$ cat config.mk
export PLATFORM = sky130hd
export DESIGN_NAME = distance_vector_route_table
export DESIGN_NICKNAME = d
export VERILOG_FILES = /design/src/dvrt_pkg.sv /design/src/dvrt_store.sv /design/src/distance_vector_route_table.sv
export SDC_FILE = /design/constraint.sdc
export NUM_CORES = 1
export LEC_CHECK = 0
export ABC_AREA = 1
export BUFFER_PORTS_ARGS = -buffer_cell sky130_fd_sc_hd__buf_2
export CORE_ASPECT_RATIO = 0.5
export CORE_UTILIZATION = 55
export CTS_CLUSTER_DIAMETER = 80
export DETAILED_ROUTE_END_ITERATION = 7
export MAX_ROUTING_LAYER = met4
export PLACE_DENSITY_LB_ADDON = 0.08
export SLEW_MARGIN = 40
export SYNTH_ARGS = -nofsm -noshare
export SYNTH_HDL_FRONTEND = slang
export SYNTH_SLANG_ARGS = --single-unit
$ cat constraint.sdc
create_clock -name clk -period 2.95 [get_ports clk]
set_clock_uncertainty 0.1 [all_clocks]
set_input_delay 0.295 -clock clk [delete_from_list [all_inputs] [get_ports clk]]
set_output_delay 0.295 -clock clk [all_outputs]
set_load 0.005 [all_outputs]
$ cat src/dvrt_pkg.sv
// ----------------------------------------------------------------------------
// dvrt_pkg: shared types and constants of the distance-vector route table
// Route entry layout and result status codes.
// ----------------------------------------------------------------------------
package dvrt_pkg;

  localparam int unsigned AddrW = 8;
  localparam int unsigned HopsW = 8;

  typedef struct packed {
    logic [AddrW-1:0] destination;
    logic [AddrW-1:0] gateway;
    logic [HopsW-1:0] hops;
  } entry_t;

  typedef logic [2:0] status_t;

  localparam status_t ST_OWN       = 3'd0;
  localparam status_t ST_INSERTED  = 3'd1;
  localparam status_t ST_IMPROVED  = 3'd2;
  localparam status_t ST_UNCHANGED = 3'd3;
  localparam status_t ST_FULL      = 3'd4;
  localparam status_t ST_FOUND     = 3'd5;
  localparam status_t ST_SELF      = 3'd6;
  localparam status_t ST_NO_ROUTE  = 3'd7;

  localparam logic [HopsW-1:0] HOPS_MAX = {HopsW{1'b1}};

endpackage

$ cat src/dvrt_store.sv
// ----------------------------------------------------------------------------
// dvrt_store: route entry memory
// One write port and one read port, read data registered.
// ----------------------------------------------------------------------------
module dvrt_store
  import dvrt_pkg::*;
#(
  parameter int unsigned DEPTH = 16,
  parameter int unsigned AW    = 4
) (
  input  logic          clk,
  input  logic          wr_en,
  input  logic [AW-1:0] wr_addr,
  input  entry_t        wr_entry,
  input  logic [AW-1:0] rd_addr,
  output entry_t        rd_entry
);

  entry_t mem [DEPTH];
  entry_t rd_entry_r;

  always_ff @(posedge clk) begin
    if (wr_en) begin
      mem[wr_addr] <= wr_entry;
    end
  end

  always_ff @(posedge clk) begin
    rd_entry_r <= mem[rd_addr];
  end

  assign rd_entry = rd_entry_r;

endmodule

$ cat src/distance_vector_route_table.sv
// ----------------------------------------------------------------------------
// distance_vector_route_table: distance-vector routing table
// Holds up to TABLE_DEPTH routes and serves advertisements and lookups.
// ----------------------------------------------------------------------------
// Usage:
//   Present a command word on in_* with start high; it is taken at a clock
//   edge where busy is low. Command 0 offers a route (advertised_hops + 1,
//   saturating) from in_source_node; command 1 looks up in_destination.
//   Each command gives exactly one result word: out_valid is high for one
//   cycle with out_status, out_gateway and out_metric. The receiver
//   cannot stall; results are never held.
//   A command on own_address answers in the cycle after acceptance.
//   Otherwise the store is scanned from position 0 through one memory read
//   port, one entry per cycle, overlapped with the compare of the previous
//   entry; a hit ends the scan, a miss answers after every used entry.
//   busy is high during the scan, so one command runs at a time.
//   Reset empties the table and clears own_address; no clearing pass.
//   cfg_write_en writes own_address; write it only while busy is low.
// ----------------------------------------------------------------------------
module distance_vector_route_table
  import dvrt_pkg::*;
#(
  parameter int unsigned TABLE_DEPTH = 16
) (
  input  logic       clk,
  input  logic       rst_n,
  input  logic       start,
  output logic       busy,
  input  logic       in_command,
  input  logic [7:0] in_destination,
  input  logic [7:0] in_source_node,
  input  logic [7:0] in_advertised_hops,
  output logic       out_valid,
  output logic [2:0] out_status,
  output logic [7:0] out_gateway,
  output logic [7:0] out_metric,
  input  logic       cfg_write_en,
  input  logic [7:0] cfg_write_data
);

  localparam int unsigned AW = (TABLE_DEPTH > 1) ? $clog2(TABLE_DEPTH) : 1;
  localparam int unsigned CW = $clog2(TABLE_DEPTH + 1);
  localparam logic [CW-1:0] FULL_COUNT = CW'(TABLE_DEPTH);

  typedef enum logic {
    S_IDLE,
    S_SEARCH
  } state_t;

  state_t          state_r;
  logic [7:0]      own_r;
  logic [CW-1:0]   used_r;
  logic [CW-1:0]   scan_r;
  logic            pend_r;
  logic [AW-1:0]   cmp_idx_r;
  logic            cmd_r;
  logic [7:0]      dest_r;
  logic [7:0]      src_r;
  logic [7:0]      offered_r;
  logic            out_valid_r;
  status_t         out_status_r;
  logic [7:0]      out_gateway_r;
  logic [7:0]      out_metric_r;

  logic            wr_en;
  logic [AW-1:0]   wr_addr;
  entry_t          wr_entry;
  entry_t          rd_entry;
  logic            issue;
  logic            hit;
  logic [7:0]      offered_in;

  dvrt_store #(
    .DEPTH (TABLE_DEPTH),
    .AW    (AW)
  ) u_store (
    .clk      (clk),
    .wr_en    (wr_en),
    .wr_addr  (wr_addr),
    .wr_entry (wr_entry),
    .rd_addr  (scan_r[AW-1:0]),
    .rd_entry (rd_entry)
  );

  assign issue = (scan_r < used_r);
  assign hit   = pend_r && (rd_entry.destination == dest_r);
  assign offered_in = (in_advertised_hops == HOPS_MAX) ? HOPS_MAX
                                                       : in_advertised_hops + 8'd1;

  // write port: improve a matched entry or append at the end
  always_comb begin
    wr_en    = 1'b0;
    wr_addr  = cmp_idx_r;
    wr_entry = '{destination: dest_r, gateway: src_r, hops: offered_r};
    if (state_r == S_SEARCH && !cmd_r) begin
      if (hit) begin
        wr_en = (offered_r < rd_entry.hops);
      end else if (!issue && used_r != FULL_COUNT) begin
        wr_en   = 1'b1;
        wr_addr = used_r[AW-1:0];
      end
    end
  end

  always_ff @(posedge clk) begin
    if (!rst_n) begin
      state_r     <= S_IDLE;
      own_r       <= '0;
      used_r      <= '0;
      scan_r      <= '0;
      pend_r      <= 1'b0;
      out_valid_r <= 1'b0;
    end else begin
      out_valid_r <= 1'b0;
      if (cfg_write_en) begin
        own_r <= cfg_write_data;
      end
      unique case (state_r)
        S_IDLE: begin
          if (start) begin
            cmd_r     <= in_command;
            dest_r    <= in_destination;
            src_r     <= in_source_node;
            offered_r <= offered_in;
            if (in_destination == own_r) begin
              out_valid_r   <= 1'b1;
              out_status_r  <= in_command ? ST_SELF : ST_OWN;
              out_gateway_r <= '0;
              out_metric_r  <= '0;
            end else begin
              scan_r  <= '0;
              pend_r  <= 1'b0;
              state_r <= S_SEARCH;
            end
          end
        end
        S_SEARCH: begin
          if (hit) begin
            out_valid_r <= 1'b1;
            state_r     <= S_IDLE;
            if (cmd_r) begin
              out_status_r  <= ST_FOUND;
              out_gateway_r <= rd_entry.gateway;
              out_metric_r  <= rd_entry.hops;
            end else if (offered_r < rd_entry.hops) begin
              out_status_r  <= ST_IMPROVED;
              out_gateway_r <= src_r;
              out_metric_r  <= offered_r;
            end else begin
              out_status_r  <= ST_UNCHANGED;
              out_gateway_r <= rd_entry.gateway;
              out_metric_r  <= rd_entry.hops;
            end
          end else if (issue) begin
            // read next entry, compare it next cycle
            pend_r    <= 1'b1;
            cmp_idx_r <= scan_r[AW-1:0];
            scan_r    <= scan_r + CW'(1);
          end else begin
            out_valid_r <= 1'b1;
            state_r     <= S_IDLE;
            pend_r      <= 1'b0;
            if (cmd_r) begin
              out_status_r  <= ST_NO_ROUTE;
              out_gateway_r <= '0;
              out_metric_r  <= '0;
            end else if (used_r == FULL_COUNT) begin
              out_status_r  <= ST_FULL;
              out_gateway_r <= '0;
              out_metric_r  <= '0;
            end else begin
              out_status_r  <= ST_INSERTED;
              out_gateway_r <= src_r;
              out_metric_r  <= offered_r;
              used_r        <= used_r + CW'(1);
            end
          end
        end
        default: begin
          state_r <= S_IDLE;
        end
      endcase
    end
  end

  assign busy        = (state_r != S_IDLE);
  assign out_valid   = out_valid_r;
  assign out_status  = out_status_r;
  assign out_gateway = out_gateway_r;
  assign out_metric  = out_metric_r;

endmodule

==> qor.csv <==
metric;value;unit
Synth cell types;41;
H-tree levels;2;
worst skew pair latency;0.55;ns
final core occ;64.31;%
Synth Instances;1423;
Pleak;7.350;nW
Cell Pwr Density;601.4;mW/mm²
Starting Density;55.87;%
vias in the first global route;11520;
core area;0.03447;mm²
Total Power;0.01333;W
CP max stage delay;0.41;ns
Worst Path Required;3.09;ns
share of cells above drive strength 1;14.75;%
Die Wd;266.7;µm
crit-path leading delay family;simple AND/OR/NAND/NOR gates;
Flop pwr share;56.0;%
Pint;0.01059;W
Worst-Margin Slew;0.8748;ns
Gate power share;4.0;%
number of max-slew violations in the final report;0;
GR Util met3;3.451;%
GR peak layer;met2;
Hold Vio Cnt, Final;0;
crit-path max FO;24;
warnings from Yosys;0;
fin crit share;93.10;%
Die Area;0.03582;mm²
crit path DAT;2.89;ns
TritonCTS Buffers;42;
Final ANT Viol Nets;0;
Iter 0 DRT Violations;1407;
GRT Resource Usage Total;26.81;%
Via density;5.936;
GRT Residual Overflow;0;
CP cell instances;inv_2 -> ha_1 -> nand2_1 -> nand2_1 -> nand2_1 -> nand2_1 -> nor2_4 -> nor2_8 -> nand3_4 -> buf_4 -> nand2_4 -> nand2_4 -> nand2_1 -> nor2_4 -> buf_12;
NetSw;0.002747;W
endpoint class of the critical path;flip-flop;
nets@finish;1584;
Seq cells post-synth;477;
Slew HR;41.68;%
RSZ-0062 raised after global routing;no;
synthesized area;0.01926;mm²
largest net degree at the start of global routing;197;
first-pass GRT wire length;69.32;mm
Max Fclk;0.3641;GHz
hpwl dp;27.62;mm
Setup CP Type;reg -> reg;
wire per inst;22.52;µm
critical path's most frequent cell;nand2_1;
CTS tree;yes;
outcome;completed;
FP Rows;48;
initial antenna violation count;0;
die height;134.3;µm
crit path buf inv count;3;
Period minus WS final;2.747;ns
register area share after synthesis;72.03;%
pre-CTS setup slack;-0.02301;ns
Max Cap Viol;0;
first drt pass iteration count;5;
Post-Route WL;45.81;mm
synth-to-layout area growth;15.10;%
Port Buf Inserts;57;
met2 usage;40.23;%
Synthesized Nets;1475;
Root Buffer Master;clkbuf_16;
num ports;58;
HP Class;in -> reg;
number of setup violations in the final report;0;
clk buf depth;3;
Clock Sinks;477;
Slowest-stage cell, CP;dfxtp_1;
synthesized area per cell;13.54;µm²
switching portion of total power;20.61;%
global placement routability congestion;0.8569;
DR vias;12070;
clock share of power;40.0;%
Ant. Diodes;0;
Reg clk slew, reported paths;0.06;ns
crit start category;flip-flop;
Remaining DRCs;0;
GR met1 Demand/Resource;39.36;%
VDD IR-drop max;353.3;µV
fin worst setup slack;0.2035;ns
==> cells in the final DEF (no fill, tap or decap), types with 42 or more instances in the layout <==
master	n
o21ai_0	123
o221ai_1	71
buf_4	42
inv_1	48
nor2_1	175
mux2i_1	71
nand2_1	131
edfxtp_1	432
nand3_1	52
clkbuf_16	43
dfxtp_1	42
buf_2	57
==> layer usage <==
| layer | up-vias | part of all wire, % | wire length [µm] |
|---|---|---|---|
| met2 | 436 | 46 | 20990 |
| li1 | 5527 | - | - |
| met4 | 0 | 1.9 | 864 |
| met5 | - | 0 | 0 |
| met1 | 6042 | 46 | 20940 |
| met3 | 68 | 6.6 | 3015 |
==> kinds of logic after synthesis <==
| kind of cell | after synthesis | synth area share (%) |
|---|---|---|
| AO/OA/AOI/OAI | 277 | 9.497 |
| XOR/XNOR | 13 | 0.5911 |
| adder cells (fa/ha/maj) | 15 | 0.9744 |
| buffers and inverters | 135 | 3.001 |
| flip-flops | 477 | 72.03 |
| multiplexers | 71 | 3.690 |
| AND/OR/NAND/NOR | 435 | 10.22 |
==> power groups by stage <==
stage / logic [W] / clock network (W) / registers (W)
floorplan: 0.000278 / 0 / 0.00762
global placement: 0.000481 / 0 / 0.00761
detailed placement: 0.000495 / 0 / 0.00762
CTS: 0.000526 / 0.00541 / 0.00747
global route: 0.000580 / 0.00567 / 0.00747
finish: 0.000533 / 0.00533 / 0.00747
==> metrics by stage <==
step                      area, µm²  TNS [ns]  instances  hold WS (ns)
after floorplan               19280    -57.23       1423        0.2939
after global placement        20550         0       1930        0.3713
after detailed placement      20560   -0.8844       1930        0.3736
after CTS                     22130         0       2029     0.0003738
after global routing          22170         0       2034       0.01988
final                         22170         0       2034       0.02043
==> repair_timing <==
| action | 4_1_cts | 5_1_grt |
|---|---|---|
| hold buffers | 28 | 0 |
| endpoints found under the setup margin | 48 | 240 |
| setup buffers | 0 | 5 |
| endpoints found under the hold margin | 27 | 0 |
| gates resized for setup | 1 | 0 |
==> flip-flops by register name (all words and copies together) (netlist names) <==
signal and flops:
out_metric 8, src_r 8, out_valid 1, u_store.mem 384, cmp_idx_r 4, cmd_r 1, used_r 5, u_store.rd_entry 24
offered_r 8, dest_r 8, out_gateway 8, out_status 3, own_r 8, scan_r 5, busy 1, pend_r 1
==> cell usage after synthesis (all sizes together) <==
cell type | number | share of area [%]
nand4 | 10 | 0.36
xor2 | 9 | 0.41
dfxtp | 45 | 4.7
mux2i | 71 | 3.7
o32ai | 25 | 1.1
nand3b | 16 | 0.62
nor2 | 198 | 4.1
nor3 | 6 | 0.21
nand2 | 146 | 3.2
o21ai | 130 | 3.4
xnor2 | 4 | 0.18
or2 | 2 | 0.065
o221ai | 71 | 3.2
nand3 | 57 | 1.7
o211ai | 25 | 0.97
clkbuf | 58 | 1.1
edfxtp | 432 | 67
a21oi | 25 | 0.69
ha | 15 | 0.97
a31oi | 1 | 0.033
clkinv | 1 | 0.026
inv | 53 | 1.0
buf | 23 | 0.80
==> worst paths after layout <==
path | endpoint | startpoint | slack, ns | cells after the start
max | u_store.mem[13][15] | used_r[2] | 0.20 | 15
min | own_r[5] | cfg_write_en | 0.02 | 3
max reg2reg | u_store.mem[13][15] | used_r[2] | 0.20 | 15
min reg2reg | used_r[4] | used_r[4] | 0.40 | 2
==> worst reg2reg max path: cells and delay by family, from the launching register on <==
family	cells	cell delay [ns]
AND/OR/NAND/NOR	11	1.08
adder cells (fa/ha/maj)	1	0.32
flip-flops	1	0.41
buffers and inverters	3	0.50
==> area by class of cell <==
| cell class | count | area (µm²) |
|---|---|---|
| Clock buffer | 59 | 1156 |
| Clock inverter | 12 | 135.1 |
| Fill cell | 2565 | 12300 |
| Inverter | 54 | 206.4 |
| Multi-Input combinational cell | 811 | 4935 |
| Sequential cell | 477 | 13880 |
| Tap cell | 475 | 594.3 |
| Timing Repair Buffer | 146 | 1261 |
Power figures use the tool's default switching activity.
